File: config.mk
export PLATFORM = sky130hd
export DESIGN_NAME = index_band_midpoint_finder_top
export DESIGN_NICKNAME = d
export VERILOG_FILES = /design/src/ibmf_pkg.sv /design/src/index_band_midpoint_finder_top.sv /design/src/ibmf_track.sv /design/src/ibmf_center.sv
export SDC_FILE = /design/constraint.sdc
export NUM_CORES = 1
export LEC_CHECK = 0
export ABC_AREA = 1
export BUFFER_PORTS_ARGS = -buffer_cell sky130_fd_sc_hd__buf_2
export CORE_MARGIN = 2
export CORE_UTILIZATION = 35
export DETAILED_ROUTE_END_ITERATION = 12
export PLACE_DENSITY = 0.57
export SYNTH_ARGS = -nofsm -noshare
export SYNTH_HDL_FRONTEND = slang
export SYNTH_HIERARCHICAL = 1
export SYNTH_SLANG_ARGS = --single-unit
File: constraint.sdc
create_clock -name clk -period 7.4 [get_ports clk]
set_input_delay 0.37 -clock clk [delete_from_list [all_inputs] [get_ports clk]]
set_output_delay 0.37 -clock clk [all_outputs]
set_load 0.05 [all_outputs]
File: src/ibmf_pkg.sv
// Shared types and constants for the index band midpoint finder.
package ibmf_pkg;

	localparam int WINDOW_DEF    = 10;
	localparam int REV_STEPS_DEF = 2048;

	localparam logic [9:0] LOW_THRESHOLD_RST  = 10'd275;
	localparam logic [9:0] RISE_THRESHOLD_RST = 10'd400;
	localparam logic [9:0] FALL_THRESHOLD_RST = 10'd350;
	localparam logic [7:0] LAG_STEPS_RST      = 8'd10;

	localparam logic CMD_START  = 1'b0;
	localparam logic CMD_SAMPLE = 1'b1;

	typedef enum logic [1:0] {
		REG_LOW  = 2'd0,
		REG_RISE = 2'd1,
		REG_FALL = 2'd2,
		REG_LAG  = 2'd3
	} reg_idx_t;

	typedef enum logic [1:0] {
		PH_ARM  = 2'd0,
		PH_RISE = 2'd1,
		PH_FALL = 2'd2,
		PH_DONE = 2'd3
	} phase_t;

	typedef struct packed {
		logic [9:0] low_threshold;
		logic [9:0] rise_threshold;
		logic [9:0] fall_threshold;
		logic [7:0] lag_steps;
	} cfg_t;

	// Tracker output word: phase and average after the update, band edges so far.
	typedef struct packed {
		phase_t             phase;
		logic [9:0]         average;
		logic signed [15:0] band_start;
		logic signed [15:0] band_end;
	} track_t;

	typedef struct packed {
		phase_t             phase;
		logic [9:0]         average;
		logic               done_res;
		logic signed [15:0] midpoint;
	} result_t;

endpackage

File: src/index_band_midpoint_finder_top.sv
// Top level: configuration registers, input and output registers, pipeline control.
// Each word is either a start command or a sensor sample with its motor position, and
// yields exactly one result word. One word is taken every cycle while the pipeline is not
// stalled; a result word is presented once its input word has passed the input register,
// the tracker, the midpoint stage and the output register. The running sum, the sample
// window and the search phase update in the single tracker stage, so each word sees the
// state left by the one before it. Back pressure on the result side stalls the whole
// pipeline; the input register still takes one word while the pipeline is held.
module index_band_midpoint_finder_top #(
	parameter int WINDOW    = ibmf_pkg::WINDOW_DEF,
	parameter int REV_STEPS = ibmf_pkg::REV_STEPS_DEF
) (
	input  logic               clk,
	input  logic               arst_n,
	input  logic               in_valid,
	output logic               in_stall,
	input  logic               cmd,
	input  logic [9:0]         sample,
	input  logic signed [15:0] position,
	output logic               out_valid,
	input  logic               out_stall,
	output logic [1:0]         phase,
	output logic [9:0]         average,
	output logic               done_res,
	output logic signed [15:0] midpoint,
	input  logic               psel,
	input  logic               penable,
	input  logic               pwrite,
	input  logic [3:0]         paddr,
	input  logic [31:0]        pwdata,
	output logic [31:0]        prdata,
	output logic               pready
);
	import ibmf_pkg::*;

	cfg_t               cfg_q;
	reg_idx_t           reg_idx;
	logic               cfg_wr;

	logic               en;
	logic               v_s1;
	logic               v_s2;
	logic               v_s3;
	logic               out_valid_q;
	logic               cmd_s1;
	logic [9:0]         sample_s1;
	logic signed [15:0] position_s1;
	track_t             trk_s2;
	result_t            res;
	result_t            out_q;

	assign pready  = 1'b1;
	assign reg_idx = reg_idx_t'(paddr[3:2]);
	assign cfg_wr  = psel && penable && pwrite && pready;

	always_ff @(posedge clk or negedge arst_n) begin
		if (!arst_n) begin
			cfg_q.low_threshold  <= LOW_THRESHOLD_RST;
			cfg_q.rise_threshold <= RISE_THRESHOLD_RST;
			cfg_q.fall_threshold <= FALL_THRESHOLD_RST;
			cfg_q.lag_steps      <= LAG_STEPS_RST;
		end else if (cfg_wr) begin
			unique case (reg_idx)
				REG_LOW:  cfg_q.low_threshold  <= pwdata[9:0];
				REG_RISE: cfg_q.rise_threshold <= pwdata[9:0];
				REG_FALL: cfg_q.fall_threshold <= pwdata[9:0];
				REG_LAG:  cfg_q.lag_steps      <= pwdata[7:0];
				default:  ;
			endcase
		end
	end

	always_comb begin
		unique case (reg_idx)
			REG_LOW:  prdata = 32'(cfg_q.low_threshold);
			REG_RISE: prdata = 32'(cfg_q.rise_threshold);
			REG_FALL: prdata = 32'(cfg_q.fall_threshold);
			REG_LAG:  prdata = 32'(cfg_q.lag_steps);
			default:  prdata = '0;
		endcase
	end

	// Advance the pipeline whenever the output register is free or being drained.
	assign en       = !out_valid_q || !out_stall;
	assign in_stall = v_s1 && !en;

	always_ff @(posedge clk or negedge arst_n) begin
		if (!arst_n) begin
			v_s1        <= 1'b0;
			v_s2        <= 1'b0;
			v_s3        <= 1'b0;
			out_valid_q <= 1'b0;
		end else begin
			if (!in_stall)
				v_s1 <= in_valid;
			if (en) begin
				v_s2        <= v_s1;
				v_s3        <= v_s2;
				out_valid_q <= v_s3;
			end
		end
	end

	always_ff @(posedge clk) begin
		if (in_valid && !in_stall) begin
			cmd_s1      <= cmd;
			sample_s1   <= sample;
			position_s1 <= position;
		end
		if (en && v_s3)
			out_q <= res;
	end

	ibmf_track #(
		.WINDOW (WINDOW)
	) u_track (
		.clk      (clk),
		.arst_n   (arst_n),
		.advance  (en && v_s1),
		.cmd      (cmd_s1),
		.sample   (sample_s1),
		.position (position_s1),
		.cfg      (cfg_q),
		.trk_s2   (trk_s2)
	);

	ibmf_center #(
		.REV_STEPS (REV_STEPS)
	) u_center (
		.clk    (clk),
		.en     (en),
		.trk_s2 (trk_s2),
		.res    (res)
	);

	assign out_valid = out_valid_q;
	assign phase     = out_q.phase;
	assign average   = out_q.average;
	assign done_res  = out_q.done_res;
	assign midpoint  = out_q.midpoint;

	a_stall_needs_word: assert property (@(posedge clk) disable iff (!arst_n)
		in_stall |-> v_s1 && out_valid_q)
		else $error("input stalled with nothing held");

	a_mid_only_when_done: assert property (@(posedge clk) disable iff (!arst_n)
		out_valid && !done_res |-> midpoint == 16'sd0)
		else $error("midpoint shown before band end");

endmodule

File: src/ibmf_track.sv
// Moving-average window and band search sequencer.
module ibmf_track #(
	parameter int WINDOW = ibmf_pkg::WINDOW_DEF
) (
	input  logic                  clk,
	input  logic                  arst_n,
	input  logic                  advance,
	input  logic                  cmd,
	input  logic [9:0]            sample,
	input  logic signed [15:0]    position,
	input  ibmf_pkg::cfg_t        cfg,
	output ibmf_pkg::track_t      trk_s2
);
	import ibmf_pkg::*;

	localparam int SUM_W     = $clog2(WINDOW * 1023 + 1);
	localparam int AVG_SHIFT = SUM_W + $clog2(WINDOW);
	localparam int PROD_W    = 2 * SUM_W + 1;
	localparam logic [SUM_W:0] AVG_RECIP =
		(SUM_W + 1)'(((64'd1 << AVG_SHIFT) + 64'(WINDOW) - 64'd1) / 64'(WINDOW));
	localparam logic [SUM_W-1:0] SUM_MAX = SUM_W'((WINDOW - 1) * 1023);

	logic [9:0]             hist_q [WINDOW-1];
	logic [SUM_W-1:0]       sum_q;
	phase_t                 phase_q;
	phase_t                 phase_d;
	logic signed [15:0]     start_q;
	logic signed [15:0]     start_d;
	logic signed [15:0]     end_q;
	logic signed [15:0]     end_d;
	logic [SUM_W-1:0]       total;
	logic [PROD_W-1:0]      avg_prod;
	logic [9:0]             avg;
	logic signed [15:0]     lagged;

	assign total    = sum_q + SUM_W'(sample);
	assign avg_prod = PROD_W'(total) * PROD_W'(AVG_RECIP);
	assign avg      = avg_prod[AVG_SHIFT +: 10];
	assign lagged   = position - $signed({8'd0, cfg.lag_steps});

	always_comb begin
		phase_d = phase_q;
		start_d = start_q;
		end_d   = end_q;
		if (cmd == CMD_START) begin
			phase_d = PH_ARM;
			start_d = '0;
			end_d   = '0;
		end else begin
			unique case (phase_q)
				PH_ARM: begin
					if (sample < cfg.low_threshold)
						phase_d = PH_RISE;
				end
				PH_RISE: begin
					if (avg > cfg.rise_threshold) begin
						start_d = lagged;
						phase_d = PH_FALL;
					end
				end
				PH_FALL: begin
					if (avg < cfg.fall_threshold) begin
						end_d   = lagged;
						phase_d = PH_DONE;
					end
				end
				PH_DONE: begin
					phase_d = PH_DONE;
				end
				default: phase_d = PH_ARM;
			endcase
		end
	end

	always_ff @(posedge clk or negedge arst_n) begin
		if (!arst_n) begin
			phase_q <= PH_ARM;
			start_q <= '0;
			end_q   <= '0;
		end else if (advance) begin
			phase_q <= phase_d;
			start_q <= start_d;
			end_q   <= end_d;
		end
	end

	// Window state: oldest sample sits at index 0.
	always_ff @(posedge clk or negedge arst_n) begin
		if (!arst_n) begin
			sum_q <= '0;
			for (int i = 0; i < WINDOW - 1; i++)
				hist_q[i] <= '0;
		end else if (advance) begin
			if (cmd == CMD_START) begin
				sum_q <= '0;
				for (int i = 0; i < WINDOW - 1; i++)
					hist_q[i] <= '0;
			end else begin
				sum_q <= total - SUM_W'(hist_q[0]);
				for (int i = 0; i < WINDOW - 2; i++)
					hist_q[i] <= hist_q[i+1];
				hist_q[WINDOW-2] <= sample;
			end
		end
	end

	always_ff @(posedge clk) begin
		if (advance) begin
			trk_s2.phase      <= phase_d;
			trk_s2.average    <= (cmd == CMD_START) ? 10'd0 : avg;
			trk_s2.band_start <= start_d;
			trk_s2.band_end   <= end_d;
		end
	end

	a_sum_bounded: assert property (@(posedge clk) disable iff (!arst_n)
		sum_q <= SUM_MAX)
		else $error("running sum exceeds window capacity");

	a_arm_order: assert property (@(posedge clk) disable iff (!arst_n)
		phase_q == PH_ARM |=> phase_q == PH_ARM || phase_q == PH_RISE)
		else $error("search left arm phase out of order");

	a_fall_needs_start: assert property (@(posedge clk) disable iff (!arst_n)
		advance && cmd == CMD_START |=> phase_q == PH_ARM && sum_q == '0)
		else $error("start did not clear the search");

endmodule

File: src/ibmf_center.sv
// Band midpoint arithmetic with wrap modulo one revolution.
module ibmf_center #(
	parameter int REV_STEPS = ibmf_pkg::REV_STEPS_DEF
) (
	input  logic                 clk,
	input  logic                 en,
	input  ibmf_pkg::track_t     trk_s2,
	output ibmf_pkg::result_t    res
);
	import ibmf_pkg::*;

	localparam int REV_W     = $clog2(REV_STEPS);
	localparam int Q_W       = 17 - REV_W;
	localparam int REV_SHIFT = 16 + REV_W;
	localparam logic [16:0] REV_RECIP =
		17'(((64'd1 << REV_SHIFT) + 64'(REV_STEPS) - 64'd1) / 64'(REV_STEPS));

	logic signed [16:0] sum_se;
	logic signed [16:0] plain_adj;
	logic signed [17:0] wrap_full;
	logic signed [17:0] wrap_adj;
	logic signed [16:0] wrap_half;
	logic [15:0]        mag;
	logic [32:0]        q_prod;
	logic               wrap;

	phase_t             phase_s3;
	logic [9:0]         avg_s3;
	logic signed [15:0] plain_s3;
	logic [15:0]        mag_s3;
	logic               hneg_s3;
	logic               wrap_s3;
	logic [Q_W-1:0]     q_s3;

	logic [15:0]        rem;
	logic signed [15:0] wrapped;
	logic signed [15:0] mid;

	// Halve toward zero: add one to a negative value before the shift.
	assign sum_se    = 17'(trk_s2.band_start) + 17'(trk_s2.band_end);
	assign wrap      = trk_s2.band_end < trk_s2.band_start;
	assign plain_adj = sum_se + 17'(sum_se[16]);
	assign wrap_full = 18'(sum_se) + 18'(REV_STEPS);
	assign wrap_adj  = wrap_full + 18'(wrap_full[17]);
	assign wrap_half = wrap_adj[17:1];
	assign mag       = wrap_half[16] ? 16'(-wrap_half) : wrap_half[15:0];
	assign q_prod    = 33'(mag) * 33'(REV_RECIP);

	always_ff @(posedge clk) begin
		if (en) begin
			phase_s3 <= trk_s2.phase;
			avg_s3   <= trk_s2.average;
			plain_s3 <= plain_adj[16:1];
			mag_s3   <= mag;
			hneg_s3  <= wrap_half[16];
			wrap_s3  <= wrap;
			q_s3     <= q_prod[REV_SHIFT +: Q_W];
		end
	end

	// Remainder keeps the sign of the halved sum.
	assign rem     = mag_s3 - 16'(32'(q_s3) * 32'(REV_STEPS));
	assign wrapped = hneg_s3 ? -$signed(rem) : $signed(rem);
	assign mid     = wrap_s3 ? wrapped : plain_s3;

	always_comb begin
		res.phase    = phase_s3;
		res.average  = avg_s3;
		res.done_res = (phase_s3 == PH_DONE);
		res.midpoint = (phase_s3 == PH_DONE) ? mid : 16'sd0;
	end

endmodule

==> results of run 1 <==
-- timing repair --
| action | 4_1_cts | 5_1_grt |
|---|---|---|
| hold endpoints to repair | 106 | 0 |
| hold buffers | 23 | 0 |
| endpoints found under the setup margin | 68 | 69 |
| resized for setup | 60 | 50 |
| pin swaps | 19 | 24 |
| gates cloned | 4 | 0 |
| buffers inserted | 25 | 5 |
-- synthesized netlist by cell type, types with 9 or more instances --
cell type,count
buf_4,25
xor2_1,45
nor2_4,10
and3_1,18
inv_2,13
nand3_1,86
nand2_1,482
edfxtp_1,141
a21oi_1,86
dfrtp_1,165
inv_1,455
nand2_2,14
ha_1,193
o21ai_0,79
nand4_1,54
fa_1,63
o22ai_1,97
clkbuf_1,30
o21bai_1,9
xnor2_1,15
dfstp_2,15
nor3_1,18
nor2_1,93
-- stage by stage --
| step | hold slack [ps] | worst slack (ps) | instances |
|---|---|---|---|
| 2_1_floorplan | 74.4 | -298 | 2340 |
| 6_report | 26.4 | -578 | 3399 |
| 3_3_place_gp | 405 | -540 | 3280 |
| 5_1_grt | 5.11 | -1030 | 3399 |
| 4_1_cts | 7.69 | -554 | 3398 |
| 3_5_place_dp | 405 | -728 | 3280 |
-- final cells by class --
type | count | area (sq um) | area share [%]
Multi-Input combinational cell | 1477 | 10600 | 41.5
Sequential cell | 321 | 8760 | 34.4
Timing Repair Buffer | 292 | 2170 | 8.55
Inverter | 469 | 1770 | 6.94
Clock buffer | 58 | 1110 | 4.35
Tap cell | 773 | 967 | 3.80
Clock inverter | 9 | 110 | 0.433
-- layout by cell type (no fill, tap or decap), drive strengths merged, types with 4 or more instances in the layout --
cell         synthesis  routed
o21ai               83      83
buf                 44     269
inv                468     470
nand4               55      55
nand3               92      93
a21o                 6       6
and3                18      18
clkinv               1       7
o2111ai              4       4
a21oi               90      90
conb                 2      23
edfxtp             141     141
o21bai               9       9
xor2                50      50
xnor2               15      15
dlygate4sd3          0      23
a21boi               5       5
o22ai               97      97
nand2              500     500
ha                 193     193
fa                  63      63
clkbuf              30      58
dfstp               15      15
nor3                23      23
dfrtp              165     165
a31oi                8       8
or2                  6       6
nor2               111     111
-- cells by family (layout without fill, tap and decap cells) --
| group | Yosys count | count (layout) | synth area share, % |
|---|---|---|---|
| AND/OR/NAND/NOR | 813 | 814 | 17.7 |
| XOR/XNOR | 65 | 65 | 2.92 |
| adder cells (fa/ha/maj) | 256 | 256 | 17.7 |
| buffers and inverters | 543 | 828 | 10.5 |
| other | 2 | 23 | 0.0361 |
| flip-flops | 321 | 321 | 42.1 |
| AO/OA/AOI/OAI | 319 | 319 | 9.07 |
-- worst max-delay path, delay by kind of cell, from the launching register on --
family	cells	cell delay, ps
AND/OR/NAND/NOR	12	1050
adder cells (fa/ha/maj)	10	3780
buffers and inverters	10	800
XOR/XNOR	2	250
flip-flops	1	430
AO/OA/AOI/OAI	12	1540
-- how the worst max path moves through the flow --
stage | from | endpoint | slack [ps] | cells past startpoint
3_5_place_dp | sample_s1[1]$_DFFE_PP_ | u_track/start_q[4]$_DFFE_PN0P_ | -730 | 46
2_1_floorplan | sample_s1[5]$_DFFE_PP_ | u_track/trk_s2[42]$_DFFE_PP_ | -300 | 45
4_1_cts | sample_s1[6]$_DFFE_PP_ | u_track/start_q[3]$_DFFE_PN0P_ | -550 | 46
5_1_grt | sample_s1[4]$_DFFE_PP_ | u_track/start_q[1]$_DFFE_PN0P_ | -1030 | 46
3_3_place_gp | sample_s1[5]$_DFFE_PP_ | u_track/start_q[15]$_DFFE_PN0P_ | -540 | 46
6_report | sample_s1[4]$_DFFE_PP_ | u_track/start_q[2]$_DFFE_PN0P_ | -580 | 46
-- flip-flops by register name (all words and copies together) (netlist names), 11 cells and up --
name               flops
u_track/end_q         16
u_track/trk_s2        44
cfg_q                 38
u_center/plain_s3     16
u_center/mag_s3       11
position_s1           16
u_track/hist_q        90
midpoint              16
u_track/start_q       16
u_track/sum_q         14
-- per-layer routing --
layer	track usage (%)	up-vias
li1	-	8065
met1	22.3	7698
met2	30.5	268
met3	2.50	63
met4	5.05	0
met5	0	-
==> impl_metrics.env, run 1 <==
export IMPL_gp_congestion=0.872
export IMPL_hold_violations=0
export IMPL_worst_setup_path_type="flop to flop"
export IMPL_via_per_inst=4.73
export IMPL_num_antenna_cells=0
export IMPL_port_buffers=86
export IMPL_die_x_microns=248
export IMPL_postRouteWirelength_microns=52500
export IMPL_worstHoldPathCells=1
export IMPL_synth_edf_count=141
export IMPL_min_to="position_s1[6]$_DFFE_PP_"
export IMPL_cp_arrival_ps=8440
export IMPL_hpwl_microns=40000
export IMPL_yosysWarnings=6
export IMPL_fin_ws_ps=-578
export IMPL_fin_crit_sh_pct=108
export IMPL_violations="negative setup slack"
export IMPL_synth_top_area_share_pct=20.4
export IMPL_drtAntennaViolNets=0
export IMPL_synthToLayoutAreaGrowth_pct=22.3
export IMPL_root_buffer="clkbuf_16"
export IMPL_synth_flop_cell="dfrtp_1"
export IMPL_cp_start_kind="flop"
export IMPL_drc=0
export IMPL_grt_max_degree=107
export IMPL_reg2regPathDepth=46
export IMPL_yosys_top_cells_area="edfxtp_1 (20%), dfrtp_1 (20%), ha_1 (12%), nand2_1 (8.7%), inv_1 (8.2%)"
export IMPL_fin_nets=2924
export IMPL_slowest_stage="fa_1"
export IMPL_grt_ovfl_total=0
export IMPL_avgSynthCellArea_sq_um=8.97
export IMPL_synth_cells=2319
export IMPL_seq_area_frac_synth_pct=42.1
export IMPL_top_layer_used="met4"
export IMPL_hold_start="position[6]"
export IMPL_die_area_sq_um=61400
export IMPL_synthArstFlopShare_pct=56.1
export IMPL_reg2reg_to="u_track/start_q[2]$_DFFE_PN0P_"
export IMPL_fmax_mhz=125
export IMPL_synth_cell_types=62
export IMPL_cts_tree="built"
export IMPL_tns_ps=-33520
export IMPL_setup_violations=68
export IMPL_critPathMaxFanout=16
export IMPL_place_area_sq_um=23200
export IMPL_worstSkewPairLatency_ps=570
export IMPL_track_usage_pct=17.4
export IMPL_cpPeakStageDelay_ps=530
export IMPL_status="finished, violations left"
export IMPL_core_sq_um=58900
export IMPL_tightest_slew_ps=1200
export IMPL_yosys_area_top_type="edfxtp_1"
export IMPL_clockBufferDepth=3
export IMPL_reg2reg_from="sample_s1[4]$_DFFE_PP_"
export IMPL_finalMaxSlewViolations=0
export IMPL_fp_dieH_microns=248
export IMPL_dr_pass1_iters=5
export IMPL_maxSlewHeadroom_pct=20.2
export IMPL_drv_cap=0
export IMPL_first_global_vias=16472
export IMPL_post_route_util_pct=43.2
export IMPL_cp_end_kind="flop"
export IMPL_wl_per_cell_microns=15.4
export IMPL_dr_total_vias=16094
export IMPL_rsz0062_at_grt="yes"
export IMPL_crit_top_cell="inv_2"
export IMPL_wl_met1_microns=23200
export IMPL_fill_cells=5648
export IMPL_cts_sinks=321
export IMPL_met3_length_microns=2030
export IMPL_reg2reg_slack_ps=-580
export IMPL_start_util_pct=35.3
export IMPL_drt_iter0_markers=927
export IMPL_skew_ps=26.5
export IMPL_antenna_found_initial=1
export IMPL_required_ps=7860
export IMPL_ys_seq_elements=321
export IMPL_ios=134
export IMPL_cts_htree_levels=2
export IMPL_path_clk_slew_ps=60
export IMPL_finalInstanceArea_sq_um=25400
export IMPL_netlist_area_sq_um=20800
export IMPL_met2_length_microns=26000
export IMPL_numCtsBuffers=37
export IMPL_hold_path_class="input pin to flop"
export IMPL_drive_above_1_share_pct=20.2
export IMPL_final_min_clock_period_ps=7980
export IMPL_grt_pass1_wl_microns=84600
export IMPL_num_rows=89
Power of run 1 is left out: the tool's default activity adds up to more than one toggle a clock period on the data nets, which glitch-free logic cannot reach.
==> run 2, diff against run 1 <==
- CORE_UTILIZATION: 35 -> 55
- PLACE_DENSITY: 0.57 -> 0.8
- SETUP_SLACK_MARGIN: not set -> 0.15
==> run 2 against run 1 <==
The run still ends with negative setup slack left; cell count is 8.1% lower; register-to-register slack worse by 460 ps; critical path depth is 1 lower; flip-flop and latch count stayed put; critical path type unchanged; utilization is 24 points higher; worst hold slack worse by 16 ps; clock skew is 4.0 ps lower; largest cell class unchanged; via count is 6.6% higher.
==> impl_metrics.env, run 2 (synthesis gave the netlist of run 1 again) <==
export IMPL_status="finished, violations left"
export IMPL_violations="negative setup slack"
export IMPL_maxSlewHeadroom_pct=18.8
export IMPL_drive_above_1_share_pct=21.3
export IMPL_worst_setup_path_type="flop to flop"
export IMPL_wl_per_cell_microns=17.6
export IMPL_slowest_stage="fa_1"
export IMPL_die_x_microns=198
export IMPL_fill_cells=2721
export IMPL_ios=134
export IMPL_via_per_inst=5.49
export IMPL_dr_pass1_iters=6
export IMPL_synthToLayoutAreaGrowth_pct=21.4
export IMPL_hold_path_class="input pin to flop"
export IMPL_fin_crit_sh_pct=114
export IMPL_fin_ws_ps=-1040
export IMPL_cp_arrival_ps=8880
export IMPL_track_usage_pct=28.1
export IMPL_drtAntennaViolNets=0
export IMPL_cpPeakStageDelay_ps=550
export IMPL_largest_reg_flops=90
export IMPL_setup_violations=68
export IMPL_die_area_sq_um=39400
export IMPL_path_delay_family="adder cells"
export IMPL_finalInstanceArea_sq_um=25300
export IMPL_grt_pass1_wl_microns=86900
export IMPL_worstSkewPairLatency_ps=540
export IMPL_reg2regPathDepth=45
export IMPL_preCtsSetupSlack_ps=-814
export IMPL_tightest_slew_ps=1220
export IMPL_worstHoldPathCells=1
export IMPL_grt_ovfl_total=0
export IMPL_final_cell_mix="nand2_1 (451), inv_1 (443), ha_1 (174), buf_4 (171), dfrtp_1 (165)"
export IMPL_postRouteWirelength_microns=54900
export IMPL_fmax_mhz=118
export IMPL_antenna_found_initial=8
export IMPL_cts_sinks=321
export IMPL_finalMaxSlewViolations=0
export IMPL_path_buf_inv=12
export IMPL_rsz0062_at_grt="yes"
export IMPL_cts_htree_levels=2
export IMPL_cts_tree="built"
export IMPL_drt_iter0_markers=1308
export IMPL_path_clk_slew_ps=60
export IMPL_hpwl_microns=37600
export IMPL_cp_start_kind="flop"
export IMPL_first_global_vias=17191
export IMPL_regMostFlops="u_track/hist_q"
export IMPL_drc=0
export IMPL_port_buffers=86
export IMPL_place_area_sq_um=22900
export IMPL_skew_ps=22.5
export IMPL_required_ps=7840
export IMPL_clockBufferDepth=3
export IMPL_top_regs="u_track/hist_q: 90 flops, u_track/trk_s2: 44 flops, cfg_q: 38 flops"
export IMPL_critPathMaxFanout=8
export IMPL_drv_cap=0
export IMPL_num_rows=71
export IMPL_final_min_clock_period_ps=8440
export IMPL_gp_congestion=0.943
export IMPL_start_util_pct=55.5
export IMPL_numCtsBuffers=34
export IMPL_cp_end_kind="flop"
export IMPL_critical_path_cell_count=45
export IMPL_grt_max_degree=98
export IMPL_fin_nets=2906
export IMPL_dr_total_vias=17153
export IMPL_hold_violations=0
export IMPL_root_buffer="clkbuf_16"
export IMPL_final_common_cell="nand2_1"
export IMPL_core_sq_um=37500
export IMPL_fp_dieH_microns=198
-- run 2: stage by stage --
stage,utilization (%),TNS [ps],cells,hold WS (ps)
finish,67.4,-62500,3122,10.5
global route,67.3,-80720,3118,6.67
CTS,66.3,-42700,3106,1.48
detailed placement,61.1,-50230,3017,405
global placement,61.1,-35020,3017,402
floorplan,-,-5510,2340,74.4
-- run 2: path summary, 6_finish.rpt --
kind / startpoint / to / slack (ps)
max in group asynchronous: arst_n / u_track/hist_q[42]$_DFFE_PN0P_ / 5060
worst min-delay path: sample[8] / sample_s1[8]$_DFFE_PP_ / 10
worst max-delay path: sample_s1[9]$_DFFE_PP_ / u_track/start_q[4]$_DFFE_PN0P_ / -1040
worst min register to register: u_center/avg_s3[6]$_DFFE_PP_ / average[6]$_DFFE_PP_ / 420
min in group asynchronous: arst_n / cfg_q[19]$_DFFE_PN0P_ / 450
worst max register to register: sample_s1[9]$_DFFE_PP_ / u_track/start_q[4]$_DFFE_PN0P_ / -1040
-- run 2: timing repair --
action	in CTS	in global routing
hold buffers	4	0
endpoints found under the hold margin	64	0
setup buffers	20	10
gates cloned	3	1
gates resized for setup	101	60
endpoints found under the setup margin	68	68
pin swaps	30	37
-- run 2: area by class of cell --
type,count,area (sq um),share of cell area [%]
multi-input combinational,1477,10800,42.8
sequential,321,8760,34.7
timing repair buffer,277,2030,8.06
inverter,469,1770,7.00
clock buffer,48,1030,4.09
tap,511,639,2.53
clock inverter,14,190,0.753
antenna,5,12.5,0.0496
-- run 2: worst register-to-register path: cells and delay by family (launching register included) --
kind	cells	cell delay [ps]
and+or+nand+nor	13	1530
DFF	1	440
AOI/OAI and AO/OA	10	1630
buffers and inverters	12	990
adders and majority gates	10	3790
-- run 2: routing by layer --
layer / routed length, microns / GRT usage [%] / part of all wire [%] / up-vias
li1: - / - / - / 8023
met3: 3820 / 5.21 / 7.0 / 196
met5: 38 / 0 / 0.069 / -
met2: 26600 / 47.8 / 48 / 765
met1: 22100 / 35.2 / 40 / 8163
met4: 2330 / 11.7 / 4.3 / 6
Power of run 2 is left out for the same reason.
